==> src/hw/rtl/sha256_message_padder_assert.svh <==
// Assertion macros for the SHA-256 message padder.
// Included by the top level; empty when SYNTHESIS is defined.
`ifndef SHA256_MESSAGE_PADDER_ASSERT_SVH
`define SHA256_MESSAGE_PADDER_ASSERT_SVH
`ifndef SYNTHESIS
`define SHAPAD_ASSERT_IMP(lbl, clk, rst, ante, cons) \
  lbl: assert property (@(posedge clk) disable iff (rst) (ante) |-> (cons)) \
    else $error("shapad: implication check failed");
`define SHAPAD_ASSERT_NXT(lbl, clk, rst, ante, cons) \
  lbl: assert property (@(posedge clk) disable iff (rst) (ante) |=> (cons)) \
    else $error("shapad: next-cycle check failed");
`else
`define SHAPAD_ASSERT_IMP(lbl, clk, rst, ante, cons)
`define SHAPAD_ASSERT_NXT(lbl, clk, rst, ante, cons)
`endif
`endif

==> src/hw/rtl/shapad_pkg.sv <==
// Shared types and constants for the SHA-256 message padder.
// No dependencies.
`timescale 1ns / 1ps

package shapad_pkg;

  localparam int unsigned WordBits  = 32;
  localparam int unsigned CountBits = 64;
  localparam int unsigned PosBits   = 6;
  localparam int unsigned WidxBits  = 4;

  localparam logic       CMD_DATA = 1'b0;
  localparam logic       CMD_END  = 1'b1;
  localparam logic [7:0] PadByte  = 8'h80;

  // last word index before the two length words
  localparam logic [WidxBits-1:0] LastFillIdx = 4'd13;
  localparam logic [WidxBits-1:0] LastWordIdx = 4'd15;

  typedef enum logic [1:0] {
    ST_IDLE,
    ST_FILL,
    ST_LEN_HI,
    ST_LEN_LO
  } state_t;

  typedef enum logic [2:0] {
    OP_NONE,
    OP_DATA,
    OP_SEP,
    OP_FILL,
    OP_LEN_HI,
    OP_LEN_LO
  } op_t;

  typedef struct packed {
    op_t op;
  } dp_cmd_t;

  typedef struct packed {
    logic out_free;
    logic fill_done;
  } dp_status_t;

endpackage

==> src/hw/rtl/shapad_if.sv <==
// Handshake channels of the SHA-256 message padder: byte items in, word items out.
// No dependencies.
`timescale 1ns / 1ps

interface shapad_in_if;
  logic       valid;
  logic       ready;
  logic       command;
  logic [7:0] data_byte;

  modport source (output valid, output command, output data_byte, input ready);
  modport sink   (input valid, input command, input data_byte, output ready);
endinterface

interface shapad_out_if;
  logic        valid;
  logic        ready;
  logic [31:0] block_word;
  logic        block_end;
  logic        message_end;

  modport source (output valid, output block_word, output block_end,
                  output message_end, input ready);
  modport sink   (input valid, input block_word, input block_end,
                  input message_end, output ready);
endinterface

==> src/hw/rtl/shapad_datapath.sv <==
// Datapath of the SHA-256 message padder: bit count, block position, word packer
// and output register. Depends on shapad_pkg and shapad_if.
`timescale 1ns / 1ps

module shapad_datapath (
  input  logic                  clk,
  input  logic                  rst,
  input  shapad_pkg::dp_cmd_t   cmd,
  output shapad_pkg::dp_status_t status,
  input  logic [7:0]            data_byte,
  shapad_out_if.source          blk_out
);
  import shapad_pkg::*;

  logic [CountBits-1:0] bit_count, bit_count_next;
  logic [PosBits-1:0]   pos, pos_next;
  logic [23:0]          partial, partial_next;
  logic                 out_valid, out_valid_next;
  logic [WordBits-1:0]  out_word, out_word_next;
  logic                 out_be, out_be_next;
  logic                 out_me, out_me_next;
  logic                 emit;
  logic [WidxBits-1:0]  widx;
  logic [PosBits-1:0]   pos_word_step;
  logic [WordBits-1:0]  sep_word;

  assign widx          = pos[PosBits-1:2];
  assign pos_word_step = {widx + WidxBits'(1), 2'b00};

  // separator closes the word being built
  always_comb begin
    case (pos[1:0])
      2'd0:    sep_word = {PadByte, 24'd0};
      2'd1:    sep_word = {partial[7:0], PadByte, 16'd0};
      2'd2:    sep_word = {partial[15:0], PadByte, 8'd0};
      2'd3:    sep_word = {partial, PadByte};
      default: sep_word = {PadByte, 24'd0};
    endcase
  end

  always_comb begin
    bit_count_next = bit_count;
    pos_next       = pos;
    partial_next   = partial;
    emit           = 1'b0;
    out_word_next  = out_word;
    out_be_next    = out_be;
    out_me_next    = out_me;
    case (cmd.op)
      OP_DATA: begin
        bit_count_next = bit_count + CountBits'(8);
        pos_next       = pos + PosBits'(1);
        if (pos[1:0] == 2'd3) begin
          emit          = 1'b1;
          out_word_next = {partial, data_byte};
          out_be_next   = (widx == LastWordIdx);
          out_me_next   = 1'b0;
        end else begin
          partial_next = {partial[15:0], data_byte};
        end
      end
      OP_SEP: begin
        emit          = 1'b1;
        out_word_next = sep_word;
        out_be_next   = (widx == LastWordIdx);
        out_me_next   = 1'b0;
        pos_next      = pos_word_step;
      end
      OP_FILL: begin
        emit          = 1'b1;
        out_word_next = '0;
        out_be_next   = (widx == LastWordIdx);
        out_me_next   = 1'b0;
        pos_next      = pos_word_step;
      end
      OP_LEN_HI: begin
        emit          = 1'b1;
        out_word_next = bit_count[CountBits-1:WordBits];
        out_be_next   = 1'b0;
        out_me_next   = 1'b0;
        pos_next      = pos_word_step;
      end
      OP_LEN_LO: begin
        emit           = 1'b1;
        out_word_next  = bit_count[WordBits-1:0];
        out_be_next    = 1'b1;
        out_me_next    = 1'b1;
        bit_count_next = '0;
        pos_next       = '0;
        partial_next   = '0;
      end
      default: begin
        emit = 1'b0;
      end
    endcase
  end

  always_comb begin
    out_valid_next = out_valid;
    if (emit) begin
      out_valid_next = 1'b1;
    end else if (blk_out.ready) begin
      out_valid_next = 1'b0;
    end
  end

  always_ff @(posedge clk) begin
    if (rst) begin
      bit_count <= '0;
      pos       <= '0;
      partial   <= '0;
      out_valid <= 1'b0;
    end else begin
      bit_count <= bit_count_next;
      pos       <= pos_next;
      partial   <= partial_next;
      out_valid <= out_valid_next;
    end
  end

  always_ff @(posedge clk) begin
    out_word <= out_word_next;
    out_be   <= out_be_next;
    out_me   <= out_me_next;
  end

  assign status.out_free  = !out_valid || blk_out.ready;
  assign status.fill_done = (widx == LastFillIdx);

  assign blk_out.valid       = out_valid;
  assign blk_out.block_word  = out_word;
  assign blk_out.block_end   = out_be;
  assign blk_out.message_end = out_me;

endmodule

==> src/hw/rtl/shapad_ctrl.sv <==
// Controller of the SHA-256 message padder: takes byte items and sequences
// the padding words. Depends on shapad_pkg.
`timescale 1ns / 1ps

module shapad_ctrl (
  input  logic                   clk,
  input  logic                   rst,
  input  logic                   in_valid,
  input  logic                   in_command,
  output logic                   in_ready,
  input  shapad_pkg::dp_status_t status,
  output shapad_pkg::dp_cmd_t    cmd
);
  import shapad_pkg::*;

  state_t state, state_next;

  always_ff @(posedge clk) begin
    if (rst) begin
      state <= ST_IDLE;
    end else begin
      state <= state_next;
    end
  end

  always_comb begin
    state_next = state;
    cmd.op     = OP_NONE;
    in_ready   = 1'b0;
    case (state)
      ST_IDLE: begin
        in_ready = status.out_free;
        if (in_valid && status.out_free) begin
          if (in_command == CMD_END) begin
            cmd.op     = OP_SEP;
            state_next = status.fill_done ? ST_LEN_HI : ST_FILL;
          end else begin
            cmd.op = OP_DATA;
          end
        end
      end
      ST_FILL: begin
        if (status.out_free) begin
          cmd.op = OP_FILL;
          if (status.fill_done) begin
            state_next = ST_LEN_HI;
          end
        end
      end
      ST_LEN_HI: begin
        if (status.out_free) begin
          cmd.op     = OP_LEN_HI;
          state_next = ST_LEN_LO;
        end
      end
      ST_LEN_LO: begin
        if (status.out_free) begin
          cmd.op     = OP_LEN_LO;
          state_next = ST_IDLE;
        end
      end
      default: begin
        state_next = ST_IDLE;
      end
    endcase
  end

endmodule

==> src/hw/rtl/sha256_message_padder.sv <==
// Channel   Dir  Payload                               Item
// msg_in    in   command[0], data_byte[7:0]            one message byte or end mark
// blk_out   out  block_word[31:0], block_end, message_end  one padded block word
//
// A word leaves every fourth data byte.
// An end mark produces 3 to 18 padding words, set by the controller's fill loop
// through the rest of the block and the two length words; no item is taken meanwhile.
// A stall on blk_out holds both sides; the output register frees as it is taken.
// Synchronous reset clears the count, position and output valid.
// Depends on shapad_pkg, shapad_if, shapad_ctrl, shapad_datapath.
`timescale 1ns / 1ps
`include "sha256_message_padder_assert.svh"

module sha256_message_padder (
  input  logic          clk,
  input  logic          rst,
  shapad_in_if.sink     msg_in,
  shapad_out_if.source  blk_out
);
  import shapad_pkg::*;

  dp_cmd_t    cmd;
  dp_status_t status;
  logic       in_ready;

  shapad_ctrl u_ctrl (
    .clk        (clk),
    .rst        (rst),
    .in_valid   (msg_in.valid),
    .in_command (msg_in.command),
    .in_ready   (in_ready),
    .status     (status),
    .cmd        (cmd)
  );

  shapad_datapath u_datapath (
    .clk       (clk),
    .rst       (rst),
    .cmd       (cmd),
    .status    (status),
    .data_byte (msg_in.data_byte),
    .blk_out   (blk_out)
  );

  assign msg_in.ready = in_ready;

  // never take an item while the output register is still held
  `SHAPAD_ASSERT_IMP(a_in_needs_room, clk, rst, msg_in.ready,
                     !blk_out.valid || blk_out.ready)
  `SHAPAD_ASSERT_NXT(a_len_lo_ends, clk, rst, cmd.op == OP_LEN_LO,
                     blk_out.valid && blk_out.message_end && blk_out.block_end)
  `SHAPAD_ASSERT_IMP(a_op_needs_room, clk, rst, cmd.op != OP_NONE, status.out_free)

endmodule
==> src/flat_wrapper.sv <==
// flat-port wrapper written by rule: the top's interface ports become plain ports
module sha256_message_padder_flat import shapad_pkg::*;
  (clk, rst, msg_in_valid, msg_in_command, msg_in_data_byte, msg_in_ready, blk_out_valid, blk_out_block_word, blk_out_block_end, blk_out_message_end, blk_out_ready);
  shapad_in_if msg_in_i ();
  shapad_out_if blk_out_i ();
  input  logic clk;
  input  logic rst;
  input wire logic [$bits(msg_in_i.valid)-1:0] msg_in_valid;
  input wire logic [$bits(msg_in_i.command)-1:0] msg_in_command;
  input wire logic [$bits(msg_in_i.data_byte)-1:0] msg_in_data_byte;
  output wire logic [$bits(msg_in_i.ready)-1:0] msg_in_ready;
  output wire logic [$bits(blk_out_i.valid)-1:0] blk_out_valid;
  output wire logic [$bits(blk_out_i.block_word)-1:0] blk_out_block_word;
  output wire logic [$bits(blk_out_i.block_end)-1:0] blk_out_block_end;
  output wire logic [$bits(blk_out_i.message_end)-1:0] blk_out_message_end;
  input wire logic [$bits(blk_out_i.ready)-1:0] blk_out_ready;
  assign msg_in_i.valid = msg_in_valid;
  assign msg_in_i.command = msg_in_command;
  assign msg_in_i.data_byte = msg_in_data_byte;
  assign msg_in_ready = msg_in_i.ready;
  assign blk_out_valid = blk_out_i.valid;
  assign blk_out_block_word = blk_out_i.block_word;
  assign blk_out_block_end = blk_out_i.block_end;
  assign blk_out_message_end = blk_out_i.message_end;
  assign blk_out_i.ready = blk_out_ready;
  sha256_message_padder u_core (.clk(clk), .rst(rst), .msg_in(msg_in_i), .blk_out(blk_out_i));
endmodule
==> config.mk <==
export PLATFORM = sky130hd
export DESIGN_NAME = sha256_message_padder_flat
export DESIGN_NICKNAME = d
export VERILOG_FILES = /design/src/hw/rtl/shapad_pkg.sv /design/src/hw/rtl/shapad_if.sv /design/src/hw/rtl/shapad_datapath.sv /design/src/hw/rtl/shapad_ctrl.sv /design/src/hw/rtl/sha256_message_padder.sv /design/src/flat_wrapper.sv
export VERILOG_INCLUDE_DIRS = /design/src /design/src/hw/rtl
export SDC_FILE = /design/constraint.sdc
export NUM_CORES = 1
export LEC_CHECK = 0
export BUFFER_PORTS_ARGS = -buffer_cell sky130_fd_sc_hd__buf_4
export CAP_MARGIN = 20
export CORE_MARGIN = 4
export CORE_UTILIZATION = 25
export DETAILED_ROUTE_END_ITERATION = 8
export PLACE_DENSITY = 0.46
export SYNTH_ARGS = -nofsm -noshare
export SYNTH_HDL_FRONTEND = slang
export SYNTH_SLANG_ARGS = --single-unit
==> constraint.sdc <==
create_clock -name clk -period 9.55 [get_ports clk]
set_clock_uncertainty 0.05 [all_clocks]
set_input_delay 0.4775 -clock clk [delete_from_list [all_inputs] [get_ports clk]]
set_output_delay 0.4775 -clock clk [all_outputs]
set_load 0.02 [all_outputs]
# ---- Word-level counts from Yosys, hierarchy flattened
# Index checks and enable logic that the tools add are counted.
dict set report op_classes {
  n_reduce_logical 18
  n_mux 30
  eq_ne 21
  add_sub_neg 3
}
# op n
set op_table {}
lappend op_table {{one-hot mux 32 bit (5 select lines)} 1}
lappend op_table {{one-hot mux 32 bit (4 select lines)} 1}
lappend op_table {{one-hot mux 64 bit (2 select lines)} 1}
lappend op_table {{adder 64 x 4 -> 64 bit, second input constant} 1}
lappend op_table {{one-hot mux 24 bit (2 select lines)} 1}
lappend op_table {{2-to-1 mux 32 bit} 1}
lappend op_table {{2-to-1 mux 24 bit} 1}
lappend op_table {{2-to-1 mux 2 bit} 10}
lappend op_table {{one-hot mux 6 bit (3 select lines)} 1}
lappend op_table {{inequality test 2 bit, second input constant} 8}
lappend op_table {{one-hot mux 3 bit (4 select lines)} 1}
lappend op_table {{== test 2 bit, second input constant} 4}
lappend op_table {{== test 4 bit, second input constant} 2}
lappend op_table {{one-hot mux 2 bit (4 select lines)} 1}
lappend op_table {{AND reduction 2 bit} 4}
lappend op_table {{adder 6 x 1 -> 6 bit, second input constant} 1}
lappend op_table {{== test 3 x 2 -> 1 bit, second input constant} 2}
lappend op_table {{== test 3 bit, second input constant} 2}
lappend op_table {{2-to-1 mux 1 bit} 6}
lappend op_table {{2-to-1 mux 3 bit} 2}
lappend op_table {{AND reduction 6 bit} 1}
lappend op_table {{nonzero test 5 bit} 1}
lappend op_table {{adder 4 x 1 -> 4 bit, second input constant} 1}
lappend op_table {{== test 2 x 1 -> 1 bit, second input constant} 2}
lappend op_table {{14 further kinds} 16}
dict set report totals {
  out_inout_bits 36
  elab_cells 80
  regBits 131
  inputBits 13
}

# ---- Depth between registers and ports, before layout
# Gate-level depths: netlist of run 1.
dict set report depth {
  word_depth 9
  ltp_mapped 11
  ltp_nobuf 7
}

# ---- Modules after synthesis
# From an unflattened synthesis of run 1, not the netlist that was laid out.
dict set report hier_totals {
  hier_cells 707
  hier_area_um2 6357.3
}
# module seq_area_each_um2 cells_per_inst area_per_inst_um2 n_inst
set by_module_without_submodules {}
lappend by_module_without_submodules {shapad_datapath 2862.7 677 6098.3 1}
lappend by_module_without_submodules {shapad_ctrl 40.0 30 259.0 1}

# ---- Worst setup path after synthesis of run 1
# Ideal clock, no wire load.
dict set report synth_path {
  path_kind {reg-to-reg}
  from {register u_core.u_ctrl.state[0]}
  to {register u_core.u_datapath.pos[4]}
  setup_slack_ps 5140
  t_arrival_ps 4242
  stages_incl_launch_ff 8
  setup_ps 118
  path_buffers 0
  period_less_slack_ps 4410
  required_ps 9382
  cell_sequence {dfxtp_1 > inv_1 > ha_1 > o21a_1 > o31a_1 > o21ai_0 > o21ai_0 > a32o_1}
}
dict set report synth_between {
  elab_chain_cells 5
  elab_cells_between_ends 13
  cone_classes {eq/ne: 8; mux: 2; reduce/logical: 3}
}
# element line_no
set synth_lines {}
lappend synth_lines {{from (decl)} shapad_ctrl.sv:16} ;# state_t state, state_next;
lappend synth_lines {{from (signal assigned)} shapad_ctrl.sv:22} ;# state <= state_next;
lappend synth_lines {{== test 2 bit, or another cell as far along} shapad_ctrl.sv:30} ;# case (state)
lappend synth_lines {{one-hot mux 3 bit (4 select lines) *} shapad_ctrl.sv:30}
lappend synth_lines {{== test 3 bit / == test 3 x 2 -> 1 bit (equally long branches)} shapad_datapath.sv:49} ;# case (cmd.op)
lappend synth_lines {{OR reduction 3 bit (no source line)} --}
lappend synth_lines {{one-hot mux 6 bit (3 select lines) / nonzero test 3 bit (equally long branches)} --}
lappend synth_lines {{to (signal assigned)} shapad_datapath.sv:115} ;# pos <= pos_next;
lappend synth_lines {{to (decl)} shapad_datapath.sv:16} ;# logic [PosBits-1:0] pos, pos_next;
# Every way passes the cells marked *; elsewhere a longest branch is shown, timed or not.
# A chain may end at the register's enable or synchronous reset.

# ---- Worst setup path in the final report of run 1
dict set report layout_path {
  from {register u_core.u_ctrl.state[0]}
  to {register u_core.u_datapath.bit_count[47]}
}
dict set report layout_between {
  elab_chain_cells 4
  elab_cells_between_ends 9
  cone_classes {eq/ne: 5; mux: 2; reduce/logical: 2}
}
# element line_no
set layout_lines {}
lappend layout_lines {{== test 2 bit, or another cell as far along} shapad_ctrl.sv:30}
lappend layout_lines {{one-hot mux 3 bit (4 select lines) *} shapad_ctrl.sv:30}
lappend layout_lines {{== test 3 bit / == test 3 x 1 -> 1 bit (equally long branches)} shapad_datapath.sv:49}
lappend layout_lines {{one-hot mux 64 bit (2 select lines) / nonzero test 2 bit (equally long branches)} --}
lappend layout_lines {{to (signal assigned)} shapad_datapath.sv:114} ;# bit_count <= bit_count_next;
lappend layout_lines {{to (decl)} shapad_datapath.sv:15} ;# logic [CountBits-1:0] bit_count, bit_count_next;
# Marks and branches as above.

==> run_results.csv, run 1 <==
group,metric,value,unit
clock_network,clock_sinks,128,
layout,fillCellCount,2787,
global_route,grtUsageMet1,0.2099,
detailed_routing,totalWireLength,22200,µm
clock_network,worst_skew_pair.late_latency,0.42,ns
setup_path,critical_path_class,"register to register",
global_route,first_pass_grt_wire_length,34900,µm
yosys,yosys-mux-area-fraction,0.02833,
detailed_routing,drt.antenna.violating_nets,0,
placement,pre_cts_slack,6.274,ns
timing,finalWorstSetupSlack,6.292,ns
timing,final_hold_viol_count,0,
layout,nNetsFinal,799,
detailed_routing,drtIter0Drc,539,
timing,setup_repair_after_global_routing_missed_its_margin,"false",
clock_network,post_cts.resized_instances,0,
clock_network,cts.hold.buffers_added,0,
yosys,simple_gate_fraction_of_synth_area,0.2263,
die,die-area,30090,µm²
yosys,post_synth_num_cell_types,67,
die,die-width,173.5,µm
global_route,globalRouteOverflowTotal,0,
die,initial_core_util,0.2540,
die,chipHeight,173.5,µm
die,core-area,26950,µm²
power,combinationalPowerShare,0.304,
setup_path,critPathLaunchType,"register",
global_route,grt_pass1_vias,5748,
run,cap_violations,0,
setup_path,critPathCaptureType,"register",
yosys,synth_seq_cells,128,
global_route,grt_util_met2,0.2160,
clock_network,tritoncts,"built",
timing,slew_violations,0,
layout,mostFrequentLayoutCell,"sky130_fd_sc_hd__dfxtp_1",
yosys,async_set_reset_flop_share_out_of_synthesis,0,
placement,place.gp.congestion,0.7947,
yosys,synth-main-ff-cell,"sky130_fd_sc_hd__dfxtp_1",
outcome,status,"completed",
power,max-vdd-ir-drop,0.1233,mV
detailed_routing,num_vias,6052,
layout,post_route_design_area,8145,µm²
setup_path,path_max_fanout,24,
power,netSwitchingFraction,0.3532,
yosys,synth_seq_area_share,0.4241,
detailed_routing,detail_route.drc_violations,0,
detailed_routing,detail_route.first_pass.iterations,5,
yosys,synth_compound_area_frac,0.2318,
detailed_routing,avgViaCountPerCell,5.365,
detailed_routing,avgRoutedWirePerCell,19.68,µm
clock_network,root_buffer,"sky130_fd_sc_hd__clkbuf_16",
clock_network,cts-buffers-inserted,17,
yosys,netlist_area,6845,µm²
yosys,yosys.area_share.adder,0.02193,
hold_path,worst_hold_path_type,"input port to register",
clock_network,ctsHtreeMaxLevel,4,
power,p_int,1.259,mW
yosys,synth_cells,745,
setup_path,timing.critical_path.required,9.85,ns
placement,placedInstanceArea,7513,µm²
layout,layout.cells.most_common_list,"sky130_fd_sc_hd__dfxtp_1, sky130_fd_sc_hd__buf_4, sky130_fd_sc_hd__nor2_1, sky130_fd_sc_hd__o21ai_0",
power,p_sw,687.2,µW
timing,achievable-frequency,306.9,MHz
clock_network,postCtsSetupRepairBufs,0,
yosys,synth_enable_flop_cells,34,
placement,number_of_port_buffers,48,
yosys,avgSynthCellArea,9.188,µm²
yosys,synthXorXnorAreaFrac,0.02559,
timing,min_period_over_period,0.3412,
yosys,yosys_warnings,0,
timing,finalWorstPathRequiredPeriod,3.258,ns
setup_path,critPathArrivalTime,3.56,ns
global_route,grt-busiest-layer,"met2",
global_route,initial_antenna_violation_count,0,
global_route,grt_max_degree,49,
yosys,synthesis.nets,770,
power,leakage,2.652,nW
die,rows,60,
global_route,gr-usage-all-layers,0.1459,
clock_network,max-clock-path-buffers,2,
power,fin_total_pwr,1.946,mW
timing,finalSetupTns,0,ns
clock_network,clk_pin_slew,0.06,ns
global_route,groute.layer.met3.usage,0.03882,
timing,setup-violations-final,0,
power,seq_power_share,0.350,
yosys,synth_top_family_by_area,"compound AO/OA/AOI/OAI gates",
layout,areaGrowthSynthToFinish,18.99,%
timing,tightestPinTransition,1.027,ns
power,pwr-share-clk,0.346,
placement,place.detailed.hpwl,15230,µm
layout,num_antenna_cells,0,
power,power-per-cell-area,238.9,nW/µm²
layout,fraction_of_layout_instances_using_a_drive_strength_above_1,0.1639,
timing,max_slew_margin,0.3103,
die,io-pin-count,49,
[through the flow]
step                      hold slack (ns)  std cells    util
after floorplan                    0.4021        745       -
after global placement             0.4198       1093  0.2780
after detailed placement           0.4285       1094  0.2788
after CTS                          0.2629       1126  0.3013
after global routing               0.2772       1128  0.3022
final                              0.2737       1128  0.3022
[power groups by stage]
stage	logic [mW]	registers (mW)	clock network [mW]
floorplan	0.321	0.755	0
global placement	0.577	0.695	0
detailed placement	0.586	0.694	0
CTS	0.587	0.682	0.684
global route	0.642	0.690	0.708
finish	0.592	0.682	0.672
[cell type report]
cell class | instances | area (µm²) | share of cell area
Tap cell | 341 | 426.7 | 0.05238
Inverter | 9 | 33.78 | 0.004147
Timing Repair Buffer | 62 | 489.2 | 0.06006
Sequential cell | 128 | 2903 | 0.3564
Multi-Input combinational cell | 556 | 3687 | 0.4527
Clock inverter | 13 | 162.7 | 0.01997
Clock buffer | 19 | 442.9 | 0.05438
[flip-flops by register name, indices dropped and copies added, names as in the netlist]
name	count
u_core.u_datapath.blk_out.block_word	32
u_core.u_datapath.blk_out.block_end	1
u_core.u_datapath.blk_out.valid	1
u_core.u_datapath.bit_count	61
u_core.u_ctrl.state	2
u_core.u_datapath.blk_out.message_end	1
u_core.u_datapath.partial	24
u_core.u_datapath.pos	6
[final timing paths]
check	startpoint	to	slack (ns)	depth (start not counted)
worst max register to register	u_core.u_ctrl.state[0]$_SDFFE_PP0P_	u_core.u_datapath.bit_count[47]$_SDFFE_PP0P_	6.29	8
worst min-delay path	msg_in_data_byte[7]	u_core.u_datapath.partial[7]$_SDFFE_PP0P_	0.27	3
worst min register to register	u_core.u_datapath.bit_count[42]$_SDFFE_PP0P_	u_core.u_datapath.bit_count[42]$_SDFFE_PP0P_	0.43	2
worst max-delay path	u_core.u_ctrl.state[0]$_SDFFE_PP0P_	u_core.u_datapath.bit_count[47]$_SDFFE_PP0P_	6.29	8
[critical path, stage by stage, from the launching register on]
cell                        delay, ns
sky130_fd_sc_hd__dfxtp_1         0.34
sky130_fd_sc_hd__inv_1           0.11
sky130_fd_sc_hd__ha_1            0.59
sky130_fd_sc_hd__mux2i_2         0.33
sky130_fd_sc_hd__or3_1           0.13
sky130_fd_sc_hd__buf_4           0.22
sky130_fd_sc_hd__o2111ai_2       0.56
sky130_fd_sc_hd__or4_4           0.70
sky130_fd_sc_hd__a21oi_2         0.14
[kinds of logic after synthesis]
group	Yosys count
compound gates	229
xor+xnor	20
fa+ha+maj	12
buf+inv	61
flops	128
mux	19
simple gates	276
[synthesized netlist by cell type (all sizes together), types with 2 or more instances]
| cell | count | area [µm²] |
|---|---|---|
| dfxtp | 94 | 1882 |
| nor2 | 60 | 242.7 |
| a21oi | 54 | 292.8 |
| o21ai | 53 | 265.3 |
| nand3 | 49 | 250.2 |
| nand2 | 44 | 165.2 |
| edfxtp | 34 | 1021 |
| clkbuf | 30 | 112.6 |
| a22oi | 26 | 195.2 |
| or3 | 25 | 156.4 |
| buf | 22 | 141.4 |
| mux2i | 19 | 193.9 |
| nand4 | 19 | 155.2 |
| or4 | 18 | 157.7 |
| o31ai | 17 | 127.6 |
| a221o | 16 | 160.2 |
| nor3 | 15 | 80.08 |
| and3 | 12 | 75.07 |
| ha | 12 | 150.1 |
| o2111ai | 12 | 123.9 |
| xor2 | 11 | 96.34 |
| a22o | 10 | 87.58 |
| inv | 9 | 33.78 |
| xnor2 | 9 | 78.83 |
| nor4 | 8 | 80.08 |
| o211ai | 8 | 60.06 |
| and2 | 7 | 43.79 |
| o2bb2ai | 7 | 61.31 |
| and4 | 5 | 45.04 |
| a211oi | 4 | 30.03 |
| a31oi | 4 | 25.02 |
| nand2b | 4 | 25.02 |
| a2111oi | 3 | 26.28 |
| a31o | 3 | 26.28 |
| or2 | 3 | 18.77 |
| nor2b | 2 | 12.51 |
| nor4b | 2 | 17.52 |
| o21a | 2 | 15.01 |
| o31a | 2 | 17.52 |
[layer usage]
metal / share of wire / wire length [µm]
met5: 0 / 0
met4: 0.017 / 377
met3: 0.056 / 1244
met2: 0.44 / 9794
met1: 0.49 / 10780
(Power assumes the default switching activity.)
==> run 2, diff against run 1 <==
Settings changed: PLACE_DENSITY 0.46 to 0.47.
Clock period 9.55 ns to 2.6 ns, I/O delays scaled along.
==> run_results.csv, run 2 (synthesis gave the netlist of run 1 again) <==
group,metric,value,unit
setup_path,critical_path.reg2reg.startpoint,"u_core.u_ctrl.state[1]$_SDFFE_PP0P_",
global_route,grt_pass1_vias,5926,
outcome,status,"completed",
die,io-pin-count,49,
power,fin_total_pwr,7.389,mW
hold_path,hold_path_depth,2,
clock_network,ctsHtreeMaxLevel,4,
setup_path,crit-reg2reg-capture,"u_core.u_datapath.blk_out.block_word[15]$_DFFE_PP_",
layout,layout.cells.non_filler,1176,
setup_path,critical_path_class,"register to register",
setup_path,path_max_fanout,9,
timing,min_period_over_period,0.9451,
timing,max_slew_margin,0.3521,
clock_network,tritoncts,"built",
detailed_routing,num_vias,6264,
timing,final_hold_viol_count,0,
setup_path,worstPathCellList,"inv_1 -> buf_4 -> ha_2 -> nor2_1 -> nor3_4 -> nor2_2 -> mux2i_1 -> buf_4 -> o221ai_1",
detailed_routing,avgRoutedWirePerCell,19.45,µm
global_route,first_pass_grt_wire_length,36140,µm
setup_path,ff2ff_path_depth,9,
setup_path,critPathArrivalTime,2.56,ns
layout,post_route_design_area,8617,µm²
global_route,grt_max_degree,47,
run,cap_violations,0,
detailed_routing,avgViaCountPerCell,5.327,
setup_path,timing.critical_path.required,2.70,ns
clock_network,cts-buffers-inserted,17,
placement,place.detailed.hpwl,16620,µm
layout,num_antenna_cells,0,
die,die-width,173.5,µm
setup_path,critPathLaunchType,"register",
layout,largest_reg_flops,61,
hold_path,hold_path_startpoint,"rst",
clock_network,root_buffer,"sky130_fd_sc_hd__clkbuf_16",
layout,reg_with_most_ffs,"u_core.u_datapath.bit_count",
placement,number_of_port_buffers,48,
clock_network,clock_sinks,128,
setup_path,setup.reg_to_reg.worst_slack,0.14,ns
die,initial_core_util,0.2540,
timing,setup_repair_after_global_routing_missed_its_margin,"true",
global_route,gr-usage-all-layers,0.1499,
setup_path,worst_path_most_repeated_cell,"sky130_fd_sc_hd__buf_4",
timing,holdWs,0.1465,ns
die,rows,60,
timing,finalWorstPathRequiredPeriod,2.457,ns
layout,fraction_of_layout_instances_using_a_drive_strength_above_1,0.2084,
clock_network,clk_pin_slew,0.06,ns
layout,nNetsFinal,847,
power,power-per-cell-area,857.4,nW/µm²
detailed_routing,totalWireLength,22880,µm
setup_path,cp_slowest_cell,"sky130_fd_sc_hd__nor2_2",
detailed_routing,detail_route.drc_violations,0,
setup_path,cpPeakStageDelay,0.48,ns
die,die-area,30090,µm²
power,leakage,2.911,nW
hold_path,hold-path-endpoint,"u_core.u_datapath.bit_count[3]$_SDFFE_PP0P_",
detailed_routing,drt.antenna.violating_nets,0,
global_route,initial_antenna_violation_count,0,
timing,setup-violations-final,0,
timing,finalWorstSetupSlack,0.1427,ns
setup_path,path_delay_family,"simple AND/OR/NAND/NOR gates",
setup_path,critPathCaptureType,"register",
placement,pre_cts_slack,0.01341,ns
layout,areaGrowthSynthToFinish,25.88,%
detailed_routing,drtIter0Drc,452,
global_route,globalRouteOverflowTotal,0,
layout,mostFrequentLayoutCell,"sky130_fd_sc_hd__dfxtp_1",
timing,slew_violations,0,
placement,placedInstanceArea,7905,µm²
die,chipHeight,173.5,µm
layout,multi_input_area,3719,µm²
clock_network,max-clock-path-buffers,2,
hold_path,worst_hold_path_type,"input port to register",
placement,placed_cells_incl_taps,1135,
clock_network,worst_skew_pair.late_latency,0.42,ns
timing,achievable-frequency,407.0,MHz
layout,fillCellCount,2795,
layout,register_area,2903,µm²
detailed_routing,detail_route.first_pass.iterations,5,
setup_path,timing.critical_path.buf_inv,3,
power,max-vdd-ir-drop,0.4117,mV
placement,place.gp.congestion,0.8256,
timing,tightestPinTransition,0.9683,ns
layout,layout.cells.most_common_list,"sky130_fd_sc_hd__dfxtp_1, sky130_fd_sc_hd__buf_4, sky130_fd_sc_hd__nor2_1, sky130_fd_sc_hd__o21ai_0",
die,core-area,26950,µm²
[run 2: timing repair]
| item | CTS | global route |
|---|---|---|
| cloned | 0 | 0 |
| pin swaps | 0 | 1 |
| hold buffers | 8 | 0 |
| hold endpoints to repair | 10 | 0 |
| setup buffers | 0 | 1 |
| resized for setup | 1 | 7 |
| endpoints found under the setup margin | 1 | 76 |
[run 2: metal layers]
| metal | up-vias | track usage | part of all wire |
|---|---|---|---|
| met5 | - | 0 | 0 |
| met4 | 0 | 0.03558 | 0.011 |
| met3 | 21 | 0.02421 | 0.043 |
| met2 | 142 | 0.2440 | 0.47 |
| met1 | 3068 | 0.2091 | 0.47 |
| li1 | 3033 | - | - |
[run 2: layout make-up]
class,instances,share of cell area
clock buffer,19,0.05518
clock inverter,13,0.01278
inverter,9,0.003920
multi-input combinational,556,0.4315
sequential,128,0.3369
tap,341,0.04951
timing repair buffer,110,0.1102
[run 2: how the worst max path moves through the flow]
stage / startpoint / end / slack, ns / cells after the start
finish: u_core.u_ctrl.state[1]$_SDFFE_PP0P_ / u_core.u_datapath.blk_out.block_word[15]$_DFFE_PP_ / 0.14 / 9
global route: u_core.u_ctrl.state[1]$_SDFFE_PP0P_ / u_core.u_datapath.bit_count[58]$_SDFFE_PP0P_ / -0.03 / 8
floorplan: u_core.u_ctrl.state[0]$_SDFFE_PP0P_ / u_core.u_datapath.blk_out.block_word[17]$_DFFE_PP_ / 0.18 / 8
detailed placement: u_core.u_ctrl.state[1]$_SDFFE_PP0P_ / u_core.u_datapath.partial[10]$_SDFFE_PP0P_ / 0.01 / 10
CTS: u_core.u_ctrl.state[1]$_SDFFE_PP0P_ / u_core.u_datapath.blk_out.block_word[25]$_DFFE_PP_ / 0.02 / 8
global placement: u_core.u_ctrl.state[0]$_SDFFE_PP0P_ / u_core.u_datapath.blk_out.block_word[19]$_DFFE_PP_ / 0.04 / 8
[run 2: metrics by stage]
| stage | TNS (ns) | utilization |
|---|---|---|
| after floorplan | 0 | - |
| after global placement | 0 | 0.2933 |
| after detailed placement | 0 | 0.2933 |
| after CTS | 0 | 0.3182 |
| after global routing | -0.04320 | 0.3197 |
| final | 0 | 0.3197 |
[run 2: report_power, final]
part / switching [mW] / internal (mW) / total [mW]
clock network: 1.02 / 1.36 / 2.38
registers: 0.137 / 2.37 / 2.51
logic: 1.53 / 0.966 / 2.50
==> run 3, diff against run 2 <==
Settings changed: CORE_ASPECT_RATIO set to 0.75, CORE_UTILIZATION 25 to 50, PLACE_DENSITY 0.47 to 0.77.
==> run_results.csv, run 3 (synthesis gave the netlist of run 1 again) <==
group,metric,value,unit
setup_path,critical_path_class,"register to register",
clock_network,worst_skew_pair.late_latency,0.42,ns
placement,place.detailed.hpwl,14990,µm
die,io-pin-count,49,
global_route,first_pass_grt_wire_length,33180,µm
clock_network,clock_sinks,128,
setup_path,critPathLaunchType,"register",
detailed_routing,avgRoutedWirePerCell,21.56,µm
timing,final_hold_viol_count,0,
setup_path,cp_slowest_cell,"sky130_fd_sc_hd__or4_1",
layout,layout.cells.most_common_list,"sky130_fd_sc_hd__dfxtp_1, sky130_fd_sc_hd__buf_4, sky130_fd_sc_hd__nor2_1, sky130_fd_sc_hd__o21ai_0",
clock_network,max-clock-path-buffers,2,
placement,pre_cts_slack,-0.04043,ns
die,rows,36,
layout,areaGrowthSynthToFinish,21.71,%
layout,nNetsFinal,838,
global_route,gr-usage-all-layers,0.2726,
setup_path,cpPeakStageDelay,0.57,ns
clock_network,root_buffer,"sky130_fd_sc_hd__clkbuf_16",
timing,finalWorstSetupSlack,0.08600,ns
setup_path,path_max_fanout,11,
global_route,globalRouteOverflowTotal,0,
detailed_routing,detail_route.first_pass.iterations,7,
timing,finalWorstPathRequiredPeriod,2.514,ns
detailed_routing,num_vias,6716,
hold_path,hold_path_depth,2,
die,die-width,143.1,µm
clock_network,cts-buffers-inserted,17,
timing,slew_violations,0,
timing,tightestPinTransition,0.9311,ns
clock_network,tritoncts,"built",
power,power-per-cell-area,887.1,nW/µm²
die,core-area,13200,µm²
setup_path,critical_path.reg2reg.startpoint,"u_core.u_ctrl.state[1]$_SDFFE_PP0P_",
detailed_routing,avgViaCountPerCell,6.736,
die,die-area,15650,µm²
setup_path,timing.critical_path.buf_inv,2,
setup_path,path_delay_family,"compound AO/OA/AOI/OAI gates",
placement,placed_cells_incl_taps,954,
detailed_routing,totalWireLength,21500,µm
layout,fraction_of_layout_instances_using_a_drive_strength_above_1,0.2022,
setup_path,crit-reg2reg-capture,"u_core.u_datapath.bit_count[58]$_SDFFE_PP0P_",
layout,num_antenna_cells,0,
timing,setup-violations-final,0,
placement,place.gp.congestion,1.044,
detailed_routing,drtIter0Drc,1025,
clock_network,ctsHtreeMaxLevel,4,
run,cap_violations,0,
layout,reg_with_most_ffs,"u_core.u_datapath.bit_count",
die,chipHeight,109.3,µm
hold_path,hold-path-endpoint,"u_core.u_datapath.partial[17]$_SDFFE_PP0P_",
setup_path,setup.reg_to_reg.worst_slack,0.09,ns
die,initial_core_util,0.5187,
hold_path,worst_hold_path_type,"input port to register",
global_route,initial_antenna_violation_count,0,
layout,largest_reg_flops,61,
placement,number_of_port_buffers,48,
layout,mostFrequentLayoutCell,"sky130_fd_sc_hd__dfxtp_1",
power,leakage,2.839,nW
timing,achievable-frequency,397.8,MHz
setup_path,critPathCaptureType,"register",
setup_path,critPathArrivalTime,2.82,ns
layout,layout.cells.non_filler,997,
timing,max_slew_margin,0.3770,
clock_network,clk_pin_slew,0.06,ns
timing,min_period_over_period,0.9669,
setup_path,timing.critical_path.required,2.91,ns
detailed_routing,detail_route.drc_violations,0,
power,max-vdd-ir-drop,0.7090,mV
hold_path,hold_path_startpoint,"rst",
global_route,grt_pass1_vias,6092,
detailed_routing,drt.antenna.violating_nets,0,
outcome,status,"completed",
setup_path,ff2ff_path_depth,8,
setup_path,worst-path-stages,8,
global_route,grt_max_degree,47,
setup_path,worstPathCellList,"inv_1 -> ha_4 -> mux2i_2 -> o311a_1 -> buf_4 -> o21ai_1 -> or4_1 -> a21oi_1",
[run 3: area by class of cell]
type | count | area [µm²]
Clock buffer | 18 | 450.4
Clock inverter | 14 | 146.4
Fill cell | 1093 | 4866
Timing Repair Buffer | 101 | 832.0
Sequential cell | 128 | 2904
Multi-Input combinational cell | 556 | 3751
Inverter | 9 | 33.78
Tap cell | 171 | 214.0
[run 3: worst max-delay path by stage]
stage                                   startpoint                                            endpoint  slack (ns)
2_1_floorplan  u_core.u_ctrl.state[0]$_SDFFE_PP0P_  u_core.u_datapath.blk_out.block_word[17]$_DFFE_PP_        0.18
3_3_place_gp   u_core.u_ctrl.state[0]$_SDFFE_PP0P_        u_core.u_datapath.bit_count[32]$_SDFFE_PP0P_         0.1
3_5_place_dp   u_core.u_ctrl.state[0]$_SDFFE_PP0P_        u_core.u_datapath.bit_count[13]$_SDFFE_PP0P_       -0.04
4_1_cts        u_core.u_ctrl.state[1]$_SDFFE_PP0P_  u_core.u_datapath.blk_out.block_word[30]$_DFFE_PP_        0.06
5_1_grt        u_core.u_ctrl.state[1]$_SDFFE_PP0P_        u_core.u_datapath.bit_count[58]$_SDFFE_PP0P_       -0.01
6_report       u_core.u_ctrl.state[1]$_SDFFE_PP0P_        u_core.u_datapath.bit_count[58]$_SDFFE_PP0P_        0.09
[run 3: metal layers]
layer,track usage,share of wire,vias up
met5,0,0,-
met1,0.3844,0.43,3233
li1,-,-,3009
met3,0.06565,0.097,59
met2,0.4119,0.45,415
met4,0.09294,0.023,0
[run 3: per-stage QoR]
| stage | hold slack, ns | power (mW) | area (µm²) | util | setup TNS [ns] |
|---|---|---|---|---|---|
| after CTS | 0.1116 | 7.241 | 8240 | 0.6244 | 0 |
| after floorplan | 0.2426 | 3.943 | 6857 | - | 0 |
| after detailed placement | 0.3665 | 4.844 | 7560 | 0.5728 | -0.04482 |
| after global routing | 0.1463 | 7.674 | 8332 | 0.6313 | -0.02465 |
| final | 0.1353 | 7.391 | 8332 | 0.6313 | 0 |
| after global placement | 0.3421 | 4.766 | 7560 | 0.5728 | 0 |
[run 3: repair_timing]
action / 4_1_cts / 5_1_grt
pin swaps: 0 / 1
setup buffers: 0 / 3
hold buffers: 8 / 0
resized for setup: 2 / 12
setup endpoints to repair: 3 / 53
hold endpoints to repair: 11 / 0
[run 3: power breakdown]
part	internal, mW	switching [mW]
Clock	1.41	0.987
Combinational	0.929	1.54
Sequential	2.38	0.149
Total	4.71	2.68
